**src/rtl/core/ped_pkg.sv**
```systemverilog
// Shared types and constants for the protobuf event decoder.
package ped_pkg;

  localparam int unsigned VARINT_MAX_BYTES = 10;
  localparam int unsigned CFG_INDEX_W      = 4;
  localparam int unsigned CFG_DATA_W       = 16;

  typedef enum logic [0:0] {
    OP_BYTE = 1'b0,
    OP_END  = 1'b1
  } op_t;

  typedef enum logic [2:0] {
    KIND_TYPE         = 3'd0,
    KIND_ACTOR_START  = 3'd1,
    KIND_TARGET_START = 3'd2,
    KIND_ACTOR_BYTE   = 3'd3,
    KIND_TARGET_BYTE  = 3'd4,
    KIND_TIMESTAMP    = 3'd5,
    KIND_END          = 3'd6
  } kind_t;

  typedef enum logic [2:0] {
    ST_OK            = 3'd0,
    ST_BAD_TAG       = 3'd1,
    ST_ZERO_FIELD    = 3'd2,
    ST_BAD_TYPE      = 3'd3,
    ST_BAD_STRING    = 3'd4,
    ST_BAD_TIMESTAMP = 3'd5,
    ST_BAD_FIELD     = 3'd6,
    ST_MISSING       = 3'd7
  } status_t;

  localparam logic [CFG_INDEX_W-1:0] CFG_MAX_EVENT_TYPE    = CFG_INDEX_W'(0);
  localparam logic [CFG_INDEX_W-1:0] CFG_MAX_STRING_LENGTH = CFG_INDEX_W'(1);

endpackage

```
**src/rtl/core/ped_if.sv**
```systemverilog
// Channel interfaces for message bytes, decoded results and configuration writes.
interface ped_in_if import ped_pkg::*; ();
  logic       valid;
  logic       ready;
  op_t        op;
  logic [7:0] data_byte;

  modport source (output valid, output op, output data_byte, input ready);
  modport sink   (input valid, input op, input data_byte, output ready);
endinterface

interface ped_out_if import ped_pkg::*; ();
  logic        valid;
  logic        ready;
  kind_t       kind;
  logic [63:0] value;
  status_t     status;
  logic        last;

  modport source (output valid, output kind, output value, output status, output last,
                  input ready);
  modport sink   (input valid, input kind, input value, input status, input last,
                  output ready);
endinterface

interface ped_cfg_if import ped_pkg::*; ();
  logic                   valid;
  logic                   ready;
  logic [CFG_INDEX_W-1:0] index;
  logic [CFG_DATA_W-1:0]  data;

  modport source (output valid, output index, output data, input ready);
  modport sink   (input valid, input index, input data, output ready);
endinterface

```
**src/rtl/core/protobuf_event_decoder.sv**
```systemverilog
// Streaming decoder for one fixed protobuf event message, one byte per request.
// The decoder takes one request per clock cycle while its output register can
// accept, and presents any result it causes in that register on the following
// cycle. The rate is set by that single output register: a new request is taken
// whenever the register is empty or its result is taken in the same cycle, so a
// consumer that is always ready sees a sustained rate of one byte per cycle.
// Configuration writes are taken in every cycle.
module protobuf_event_decoder import ped_pkg::*; (
  input  logic          clk,
  input  logic          rst,
  ped_in_if.sink        req,
  ped_out_if.source     rsp,
  ped_cfg_if.sink       cfg
);

  typedef enum logic [2:0] {
    PH_TAG    = 3'd0,
    PH_TYPE   = 3'd1,
    PH_SLEN   = 3'd2,
    PH_SBYTES = 3'd3,
    PH_TS     = 3'd4,
    PH_SKIPV  = 3'd5,
    PH_SKIPL  = 3'd6,
    PH_SKIPB  = 3'd7
  } phase_t;

  phase_t      phase, phase_next;
  logic [63:0] acc, acc_next;
  logic [3:0]  byte_count, byte_count_next;
  logic [1:0]  cur_field, cur_field_next;
  logic [63:0] remaining, remaining_next;
  logic        type_nonzero, type_nonzero_next;
  logic        actor_nonempty, actor_nonempty_next;
  logic        target_nonempty, target_nonempty_next;
  status_t     err, err_next;

  logic [7:0]  max_event_type;
  logic [15:0] max_string_length;

  logic        out_valid;
  kind_t       out_kind;
  logic [63:0] out_value;
  status_t     out_status;
  logic        out_last;

  logic        emit;
  kind_t       emit_kind;
  logic [63:0] emit_value;
  status_t     emit_status;
  logic        emit_last;

  logic        accept;
  logic [5:0]  shamt;
  logic [63:0] varint;
  logic [3:0]  byte_count_inc;
  logic [31:0] tag_field;
  logic [2:0]  tag_wt;
  status_t     end_status;

  function automatic status_t phase_error(input phase_t ph);
    unique case (ph)
      PH_TAG:              return ST_BAD_TAG;
      PH_TYPE:             return ST_BAD_TYPE;
      PH_SLEN, PH_SBYTES:  return ST_BAD_STRING;
      PH_TS:               return ST_BAD_TIMESTAMP;
      default:             return ST_BAD_FIELD;
    endcase
  endfunction

  assign req.ready = !out_valid || rsp.ready;
  assign accept    = req.valid && req.ready;
  assign cfg.ready = 1'b1;

  assign rsp.valid  = out_valid;
  assign rsp.kind   = out_kind;
  assign rsp.value  = out_value;
  assign rsp.status = out_status;
  assign rsp.last   = out_last;

  assign shamt          = 6'(7'(byte_count) * 7'd7);
  assign varint         = acc | ({56'd0, 1'b0, req.data_byte[6:0]} << shamt);
  assign byte_count_inc = byte_count + 4'd1;
  assign tag_field      = varint[34:3];
  assign tag_wt         = varint[2:0];

  always_comb begin
    end_status = err;
    if (end_status == ST_OK && (phase != PH_TAG || byte_count != 4'd0)) begin
      end_status = phase_error(phase);
    end
    if (end_status == ST_OK && !(type_nonzero && actor_nonempty && target_nonempty)) begin
      end_status = ST_MISSING;
    end
  end

  always_comb begin
    phase_next           = phase;
    acc_next             = acc;
    byte_count_next      = byte_count;
    cur_field_next       = cur_field;
    remaining_next       = remaining;
    type_nonzero_next    = type_nonzero;
    actor_nonempty_next  = actor_nonempty;
    target_nonempty_next = target_nonempty;
    err_next             = err;
    emit                 = 1'b0;
    emit_kind            = KIND_END;
    emit_value           = 64'd0;
    emit_status          = ST_OK;
    emit_last            = 1'b0;

    if (req.op == OP_END) begin
      emit                 = 1'b1;
      emit_status          = end_status;
      emit_last            = 1'b1;
      phase_next           = PH_TAG;
      acc_next             = 64'd0;
      byte_count_next      = 4'd0;
      cur_field_next       = 2'd0;
      remaining_next       = 64'd0;
      type_nonzero_next    = 1'b0;
      actor_nonempty_next  = 1'b0;
      target_nonempty_next = 1'b0;
      err_next             = ST_OK;
    end else if (err != ST_OK) begin
      emit = 1'b0;
    end else if (phase == PH_SBYTES || phase == PH_SKIPB) begin
      remaining_next = remaining - 64'd1;
      if (phase == PH_SBYTES) begin
        emit       = 1'b1;
        emit_kind  = (cur_field == 2'd2) ? KIND_ACTOR_BYTE : KIND_TARGET_BYTE;
        emit_value = {56'd0, req.data_byte};
      end
      if (remaining == 64'd1) begin
        phase_next = PH_TAG;
      end
    end else if (req.data_byte[7]) begin
      if (32'(byte_count_inc) >= VARINT_MAX_BYTES) begin
        err_next        = phase_error(phase);
        acc_next        = 64'd0;
        byte_count_next = 4'd0;
      end else begin
        acc_next        = varint;
        byte_count_next = byte_count_inc;
      end
    end else begin
      acc_next        = 64'd0;
      byte_count_next = 4'd0;
      unique case (phase)
        PH_TAG: begin
          priority if (tag_field == 32'd0) begin
            err_next = ST_ZERO_FIELD;
          end else if (tag_field == 32'd1 && tag_wt == 3'd0) begin
            phase_next = PH_TYPE;
          end else if ((tag_field == 32'd2 || tag_field == 32'd3) && tag_wt == 3'd2) begin
            cur_field_next = tag_field[1:0];
            phase_next     = PH_SLEN;
          end else if (tag_field == 32'd4 && tag_wt == 3'd0) begin
            phase_next = PH_TS;
          end else if (tag_wt == 3'd0) begin
            phase_next = PH_SKIPV;
          end else if (tag_wt == 3'd2) begin
            phase_next = PH_SKIPL;
          end else begin
            err_next = ST_BAD_FIELD;
          end
        end
        PH_TYPE: begin
          if (varint > {56'd0, max_event_type}) begin
            err_next = ST_BAD_TYPE;
          end else begin
            type_nonzero_next = (varint != 64'd0);
            phase_next        = PH_TAG;
            emit              = 1'b1;
            emit_kind         = KIND_TYPE;
            emit_value        = varint;
          end
        end
        PH_SLEN: begin
          if (varint > {48'd0, max_string_length}) begin
            err_next = ST_BAD_STRING;
          end else begin
            if (cur_field == 2'd2) begin
              actor_nonempty_next = (varint != 64'd0);
            end else begin
              target_nonempty_next = (varint != 64'd0);
            end
            emit       = 1'b1;
            emit_kind  = (cur_field == 2'd2) ? KIND_ACTOR_START : KIND_TARGET_START;
            emit_value = varint;
            if (varint == 64'd0) begin
              phase_next = PH_TAG;
            end else begin
              remaining_next = varint;
              phase_next     = PH_SBYTES;
            end
          end
        end
        PH_TS: begin
          if (varint[63]) begin
            err_next = ST_BAD_TIMESTAMP;
          end else begin
            phase_next = PH_TAG;
            emit       = 1'b1;
            emit_kind  = KIND_TIMESTAMP;
            emit_value = varint;
          end
        end
        PH_SKIPV: begin
          phase_next = PH_TAG;
        end
        PH_SKIPL: begin
          if (varint == 64'd0) begin
            phase_next = PH_TAG;
          end else begin
            remaining_next = varint;
            phase_next     = PH_SKIPB;
          end
        end
        default: begin
          phase_next = PH_TAG;
        end
      endcase
    end
  end

  always_ff @(posedge clk) begin
    if (rst) begin
      phase             <= PH_TAG;
      acc               <= 64'd0;
      byte_count        <= 4'd0;
      cur_field         <= 2'd0;
      remaining         <= 64'd0;
      type_nonzero      <= 1'b0;
      actor_nonempty    <= 1'b0;
      target_nonempty   <= 1'b0;
      err               <= ST_OK;
      max_event_type    <= 8'd3;
      max_string_length <= 16'd1024;
      out_valid         <= 1'b0;
    end else begin
      if (cfg.valid && cfg.ready) begin
        if (cfg.index == CFG_MAX_EVENT_TYPE) begin
          max_event_type <= cfg.data[7:0];
        end else if (cfg.index == CFG_MAX_STRING_LENGTH) begin
          max_string_length <= cfg.data;
        end
      end
      if (accept) begin
        phase           <= phase_next;
        acc             <= acc_next;
        byte_count      <= byte_count_next;
        cur_field       <= cur_field_next;
        remaining       <= remaining_next;
        type_nonzero    <= type_nonzero_next;
        actor_nonempty  <= actor_nonempty_next;
        target_nonempty <= target_nonempty_next;
        err             <= err_next;
      end
      if (accept && emit) begin
        out_valid <= 1'b1;
      end else if (rsp.ready) begin
        out_valid <= 1'b0;
      end
    end
    if (accept && emit) begin
      out_kind   <= emit_kind;
      out_value  <= emit_value;
      out_status <= emit_status;
      out_last   <= emit_last;
    end
  end

  // A string or skipped body always has at least one byte left to consume.
  assert property (@(posedge clk) disable iff (rst)
    (phase == PH_SBYTES || phase == PH_SKIPB) |-> remaining != 64'd0)
    else $error("body phase with no bytes left");

  // A varint never grows beyond its maximum length.
  assert property (@(posedge clk) disable iff (rst)
    32'(byte_count) < VARINT_MAX_BYTES)
    else $error("varint byte count out of range");

  // An end-of-message request leaves the parser cleared for the next message.
  assert property (@(posedge clk) disable iff (rst)
    (accept && req.op == OP_END) |=> (phase == PH_TAG && err == ST_OK &&
                                      byte_count == 4'd0 && !type_nonzero))
    else $error("message state not cleared after end");

  // Only the message end result carries a status.
  assert property (@(posedge clk) disable iff (rst)
    (out_valid && !out_last) |-> (out_status == ST_OK && out_kind != KIND_END))
    else $error("status on a non-final result");

  // Once an error is latched, data bytes produce no new result.
  assert property (@(posedge clk) disable iff (rst)
    (accept && req.op == OP_BYTE && err != ST_OK && rsp.ready) |=> !out_valid)
    else $error("result produced after an error");

endmodule

```
**src/flat_wrapper.sv**
```systemverilog
// flat-port wrapper written by rule: the top's interface ports become plain ports
module protobuf_event_decoder_flat import ped_pkg::*;
  (clk, rst, req_valid, req_op, req_data_byte, req_ready, rsp_valid, rsp_kind, rsp_value, rsp_status, rsp_last, rsp_ready, cfg_valid, cfg_index, cfg_data, cfg_ready);
  ped_in_if req_i ();
  ped_out_if rsp_i ();
  ped_cfg_if cfg_i ();
  input  logic clk;
  input  logic rst;
  input wire logic [$bits(req_i.valid)-1:0] req_valid;
  input wire logic [$bits(req_i.op)-1:0] req_op;
  input wire logic [$bits(req_i.data_byte)-1:0] req_data_byte;
  output wire logic [$bits(req_i.ready)-1:0] req_ready;
  output wire logic [$bits(rsp_i.valid)-1:0] rsp_valid;
  output wire logic [$bits(rsp_i.kind)-1:0] rsp_kind;
  output wire logic [$bits(rsp_i.value)-1:0] rsp_value;
  output wire logic [$bits(rsp_i.status)-1:0] rsp_status;
  output wire logic [$bits(rsp_i.last)-1:0] rsp_last;
  input wire logic [$bits(rsp_i.ready)-1:0] rsp_ready;
  input wire logic [$bits(cfg_i.valid)-1:0] cfg_valid;
  input wire logic [$bits(cfg_i.index)-1:0] cfg_index;
  input wire logic [$bits(cfg_i.data)-1:0] cfg_data;
  output wire logic [$bits(cfg_i.ready)-1:0] cfg_ready;
  assign req_i.valid = req_valid;
  assign req_i.op = req_op;
  assign req_i.data_byte = req_data_byte;
  assign req_ready = req_i.ready;
  assign rsp_valid = rsp_i.valid;
  assign rsp_kind = rsp_i.kind;
  assign rsp_value = rsp_i.value;
  assign rsp_status = rsp_i.status;
  assign rsp_last = rsp_i.last;
  assign rsp_i.ready = rsp_ready;
  assign cfg_i.valid = cfg_valid;
  assign cfg_i.index = cfg_index;
  assign cfg_i.data = cfg_data;
  assign cfg_ready = cfg_i.ready;
  protobuf_event_decoder u_core (.clk(clk), .rst(rst), .req(req_i), .rsp(rsp_i), .cfg(cfg_i));
endmodule
```
**config.mk**
```make
export PLATFORM = sky130hd
export DESIGN_NAME = protobuf_event_decoder_flat
export DESIGN_NICKNAME = d
export VERILOG_FILES = /design/src/rtl/core/ped_pkg.sv /design/src/rtl/core/ped_if.sv /design/src/rtl/core/protobuf_event_decoder.sv /design/src/flat_wrapper.sv
export SDC_FILE = /design/constraint.sdc
export NUM_CORES = 1
export LEC_CHECK = 0
export ABC_AREA = 0
export ABC_CLOCK_PERIOD_IN_PS = 10600
export BUFFER_PORTS_ARGS = -buffer_cell sky130_fd_sc_hd__buf_4
export CAP_MARGIN = 20
export CORE_MARGIN = 1
export CORE_UTILIZATION = 61
export CTS_BUF_LIST = sky130_fd_sc_hd__clkbuf_16
export DETAILED_ROUTE_END_ITERATION = 10
export GPL_ROUTABILITY_DRIVEN = 0
export PLACE_DENSITY_LB_ADDON = 0.15
export SLEW_MARGIN = 20
export SYNTH_ARGS = -nofsm -noshare
export SYNTH_HDL_FRONTEND = slang
export SYNTH_SLANG_ARGS = --single-unit
```
**constraint.sdc**
```tcl
create_clock -name clk -period 10.6 [get_ports clk]
set_input_delay 2.12 -clock clk [delete_from_list [all_inputs] [get_ports clk]]
set_output_delay 2.12 -clock clk [all_outputs]
set_load 0.02 [all_outputs]
```
# Word-level counts from Yosys, hierarchy flattened
# Cells that the tools add are included.
# totals
ff_bits,239
in_bits,34
out_inout_bits,74
elab_cells,217
# classes
n_addsub,2
multipliers,1
order_cmp,3
n_eq_ne,38
n_shift,1
mux,108
bitwise_logic,2
reduce_logical,46
# op_table
op,n
$mux 64,15
$pmux 64 s3,1
$pmux 64 s2,1
$mux 3,37
$eq 32x2->1 const B,2
$eq 64x1->1 const B,1
$gt 64x16->1,1
$gt 64x8->1,1
$logic_not 64->1,1
$or 64x64->64,1
$reduce_bool 64->1,1
$shl 7x6->64,1
$sub 64x1->64 const B,1
$mux 63,1
$eq 32x1->1 const B,1
$eq 32x3->1 const B,1
$logic_not 32->1,1
$mux 1,31
$ne 5x4->1 const B,5
$ne 4x3->1 const B,6
$pmux 3 s4,2
$mux 2,11
$mux 4,5
$ne 2x2->1 const B,8
other kinds (35),65

# Longest topological paths before layout
# depth
word_depth,15
mapped_depth,27
mapped_depth_nobuf,22

# Worst setup path after synthesis
# Ideal clock, no wire load.
# synth_path
path_kind,input -> register
from,input req_data_byte[3]
to,"register u_core.out_kind[0] (netlist: u_core.rsp.kind[0]), enable pin"
setup_time_ps,523
arrival_ps,8178
required_ps,10077
slack_ps,1899
cell_stages,13
path_buffers,0
cell_sequence,mux2_2 o2bb2ai_1 nor4_1 a21oi_1 inv_1 ha_1 and4_1 a221oi_1 a21oi_1 o22a_1 o31ai_1 nand2_1 a21oi_1
# synth_via
elab_chain_len,10
word_cells_on_any_way,13
cone_classes,2 x order compare; 1 x shift; 8 x mux; 1 x bitwise; 1 x reduce/logical
# synth_lines
element,line,rtl
"start, declared",flat_wrapper.sv:11,input wire logic [$bits(req_i.data_byte)-1:0] req_data_byte;
$shl 7x6->64 (*),protobuf_event_decoder.sv:81,"assign varint = acc | ({56'd0, 1'b0, req.data_byte[6:0]} << shamt);"
$or 64x64->64 (*),protobuf_event_decoder.sv:81,
$gt 64x16->1 or $gt 64x8->1 (tied branches),"protobuf_event_decoder.sv:180, protobuf_event_decoder.sv:169",
$mux 1 (on tied branches),"protobuf_event_decoder.sv:180, protobuf_event_decoder.sv:169",
$pmux 1 s3 (*),protobuf_event_decoder.sv:149,unique case (phase)
$mux 1 (*),protobuf_event_decoder.sv:137,end else if (req.data_byte[7]) begin
$mux 1 (*),protobuf_event_decoder.sv:127,end else if (phase == PH_SBYTES || phase == PH_SKIPB) begin
$mux 1 (*),protobuf_event_decoder.sv:125,end else if (err != ST_OK) begin
$mux 1 (*),protobuf_event_decoder.sv:112,if (req.op == OP_END) begin
$logic_and 1x1->1 (*),protobuf_event_decoder.sv:266,if (accept && emit) begin
"end signal, assigned",protobuf_event_decoder.sv:267,out_kind <= emit_kind;
"end, declared",protobuf_event_decoder.sv:41,kind_t out_kind;
# Mark *: on every way between the ends. The rest lies on a longest branch, timed or not.
# A chain may end at the register's enable or synchronous reset.

# Final worst setup path
# layout_path
from,register u_core.byte_count[0]
to,register u_core.remaining[0]
# layout_via
elab_chain_len,11
word_cells_on_any_way,14
cone_classes,1 x mul; 1 x order compare; 1 x eq/ne; 1 x shift; 7 x mux; 1 x bitwise; 2 x reduce/logical
# layout_lines
element,line,rtl
"start, declared",protobuf_event_decoder.sv:29,"logic [3:0] byte_count, byte_count_next;"
"start signal, assigned",protobuf_event_decoder.sv:252,byte_count <= byte_count_next;
$mul 4x3->6 (*),protobuf_event_decoder.sv:80,assign shamt = 6'(7'(byte_count) * 7'd7);
$shl 7x6->64 (*),protobuf_event_decoder.sv:81,
$or 64x64->64 (*),protobuf_event_decoder.sv:81,
"parallel branches: the longest is 8 deep, another holds $gt 64x16->1",-,
"end signal, assigned",protobuf_event_decoder.sv:254,remaining <= remaining_next;
"end, declared",protobuf_event_decoder.sv:31,"logic [63:0] remaining, remaining_next;"
# Every way passes the cells marked *. The select of a mux whose other input is x is not followed.

==> flow_summary.ini <==
[sta]
worst_slack_ps = 3070
period_minus_slack_ps = 7530
finalClockSkew_ps = 16.2
max_freq_ghz = 0.133
worstMarginPinSlew_ps = 995
finalHoldViolCount = 0
rsz0062_at_grt = false
relSlewSlack = 0.331
setup_viol_count_final = 0
finalMaxSlewViolations = 0
period_share = 0.710
fin_setup_tns_ps = 0

[cts]
clk-insertion-delay-late_ps = 550
cts_tree = yes
cts_resized = 0
clkTransAtPathRegs_ps = 60
cts_max_level = 1
post-cts-setup-buffers = 0
cts-hold-fix-buffers = 0
numClockSinks = 239
numCtsBuffers = 26
cts_root_buf = clkbuf_16
clockBufferDepth = 3

[place]
post-dp-hpwl_mm = 30.2
dpl_worst_slack_ps = 3300
portBuffers = 106

[grt]
grt_use_total = 0.382
grt_pass1_wl_mm = 66.8
use_met1 = 0.513
antenna_found_initial = 0
grt_use_met3 = 0.0845
first_global_vias = 12300
grt_busiest_layer = met2
grt_start_max_net_pins = 72
use_met2 = 0.594
grt_overflow = 0

[final_layout]
fillCellCount = 1657
fin_nets = 1731
num_antenna_cells = 0
final_util = 0.712
syn2layout_area_growth_pct = 13.0
drive_above_1_share = 0.125

[yosys]
synth_fp_nets = 1671
synth_cells = 1598
yosys-top-cells-area = dfxtp_1, edfxtp_1, nor2_1, a21oi_1, ha_1
synthArstFlopShare = 0
seq_area_frac_synth = 0.410
ys.flop_type = dfxtp_1
synth_top_area_cell = dfxtp_1
avgSynthCellArea_um2 = 8.39
synth-edff-count = 71
synth.cell_area_mm2 = 0.0134
ys_seq_elements = 239
synth_top_area_frac = 0.251
yosysUniqueCellTypes = 92
synth_warnings = 0

[detailed_routing]
routedWlPerCell_um = 22.4
ant_nets = 0
vias_per_cell = 6.90
drtPass1Iterations = 8
vias = 13500
drt-total-wl_mm = 43.7
drt_iter0_markers = 1920
drcViolationCount = 0

[worst_setup_path]
worstSetupPathType = reg2reg
cp_slowest_cell = dfxtp_1
cp-start-kind = flop
path_buf_inv = 4
cp-end-kind = flop
slowest_delay_ps = 860
cp_max_fo = 36
worst_ep_arrival_time_ps = 7970
cp_cell_sequence = inv_1 > fa_1 > inv_1 > ha_1 > nor2b_1 > nand2_1 > a31oi_1 > a21oi_1 > inv_1 > ha_1 > a21oi_1 > o21ai_0 > a221oi_1 > a21oi_1 > nand4bb_1 > nor4b_4 > o21a_1 > buf_4 > nand3_2 > o31ai_1
cp.required_ps = 11040
crit_family = compound AO/OA/AOI/OAI gates

[status]
status = complete, no violations

[floorplanning]
rows = 53
die_area_mm2 = 0.0226
initial_core_util = 0.630
core_area_mm2 = 0.0213
die_w_um = 150
die_h_um = 150
io_pins = 108

[power]
cellPowerDensity_mw_per_mm2 = 180
ir_worst_vdd_mv = 0.132
leakage_nw = 5.86

[job]
maxCapViolations = 0

[min_path]
hp-class = reg2reg
-- placed cells by master (no fill, tap or decap), types with 19 or more instances in the layout --
master and count:
nor2_1 238, dfxtp_1 168, a21oi_1 150, buf_4 130, nand2_1 110, nor3_1 85, edfxtp_1 71, inv_1 70
o21ai_0 56, nand3_1 39, mux2i_1 38, ha_1 35, o21ai_1 30, clkbuf_16 27, nor4_1 26, a31oi_1 22
nor2b_1 21, o31ai_1 19
-- report_power, final --
group | leakage [nW] | switching [mW] | internal (mW)
Clock | 0.421 | 0.383 | 0.485
Sequential | 2.04 | 0.0348 | 0.990
Combinational | 3.40 | 0.574 | 0.268
Total | 5.86 | 0.991 | 1.74
-- logic make-up (layout without fill, tap and decap cells) --
family,count (synthesis),in the layout,share of synthesized area
flip-flops,239,239,0.410
adder cells (fa/ha/maj),39,39,0.0386
buffers and inverters,162,242,0.0487
other,2,2,0.000560
AND/OR/NAND/NOR,642,642,0.230
multiplexers,48,48,0.0390
AO/OA/AOI/OAI,445,445,0.220
XOR/XNOR,21,21,0.0137
-- stage by stage --
step / cells / total power [mW] / cell area (um^2) / hold WS [ps]
global route: 1953 / 2.82 / 15200 / 489
CTS: 1953 / 2.70 / 15200 / 474
detailed placement: 1905 / 1.85 / 14400 / 463
floorplan: 1598 / 1.61 / 13400 / 431
finish: 1953 / 2.73 / 15200 / 474
global placement: 1905 / 1.83 / 14400 / 448
-- routing by layer --
metal	routed length, um	vias to the layer above	share of wire
met1	16900	6321	0.39
met5	0	-	0
met3	5650	175	0.13
met4	1740	0	0.040
li1	-	6016	-
met2	19400	971	0.44
-- synthesized netlist by cell type (13+ instances only) --
master / n
o21ai_0: 56
edfxtp_1: 71
nor2b_1: 21
ha_1: 35
o21ai_1: 30
nand3_1: 40
a31oi_1: 22
nor4_1: 27
and2_1: 15
nor3_1: 85
inv_1: 64
dfxtp_1: 168
a21oi_1: 151
o31ai_1: 19
mux2i_1: 38
nand4_1: 18
a22oi_1: 13
a211oi_1: 14
nor2_1: 240
or3_1: 18
nand2_1: 110
o311ai_1: 18
clkbuf_1: 73
-- path summary, 6_finish.rpt --
kind	startpoint	end	slack (ps)	cells past startpoint
setup / recovery	u_core.byte_count[0]$_SDFFE_PP0P_	u_core.remaining[0]$_SDFFE_PP0P_	3070	20
hold / removal	u_core.actor_nonempty$_SDFFE_PP0P_	u_core.actor_nonempty$_SDFFE_PP0P_	470	2
setup reg to reg	u_core.byte_count[0]$_SDFFE_PP0P_	u_core.remaining[0]$_SDFFE_PP0P_	3070	20
hold reg to reg	u_core.actor_nonempty$_SDFFE_PP0P_	u_core.actor_nonempty$_SDFFE_PP0P_	470	2
-- area by class of cell --
cell class	instances	area [um^2]	share of cell area
tap	275	344	0.0227
multi-input combinational	1197	7300	0.481
sequential	239	5500	0.362
clock inverter	21	130	0.00858
timing repair buffer	130	976	0.0644
clock buffer	27	676	0.0446
inverter	64	240	0.0158
-- state kept, by name, summed over array words and instances, names as in the netlist --
signal and flops:
u_core.err 3, u_core.actor_nonempty 1, u_core.max_string_length 16, u_core.rsp.status 3, u_core.acc 64, u_core.remaining 64
u_core.cur_field 2, u_core.rsp.kind 3, u_core.byte_count 4, u_core.rsp.last 1, u_core.rsp.valid 1, u_core.max_event_type 8
u_core.target_nonempty 1, u_core.phase 3, u_core.type_nonzero 1, u_core.rsp.value 64
-- tightest hold or removal path, stage by stage (launching register included) --
cell and delay [ps]:
dfxtp_1 320, nand2_1 60, a21oi_1 50
Note: power is estimated with default switching activity, not from simulation.
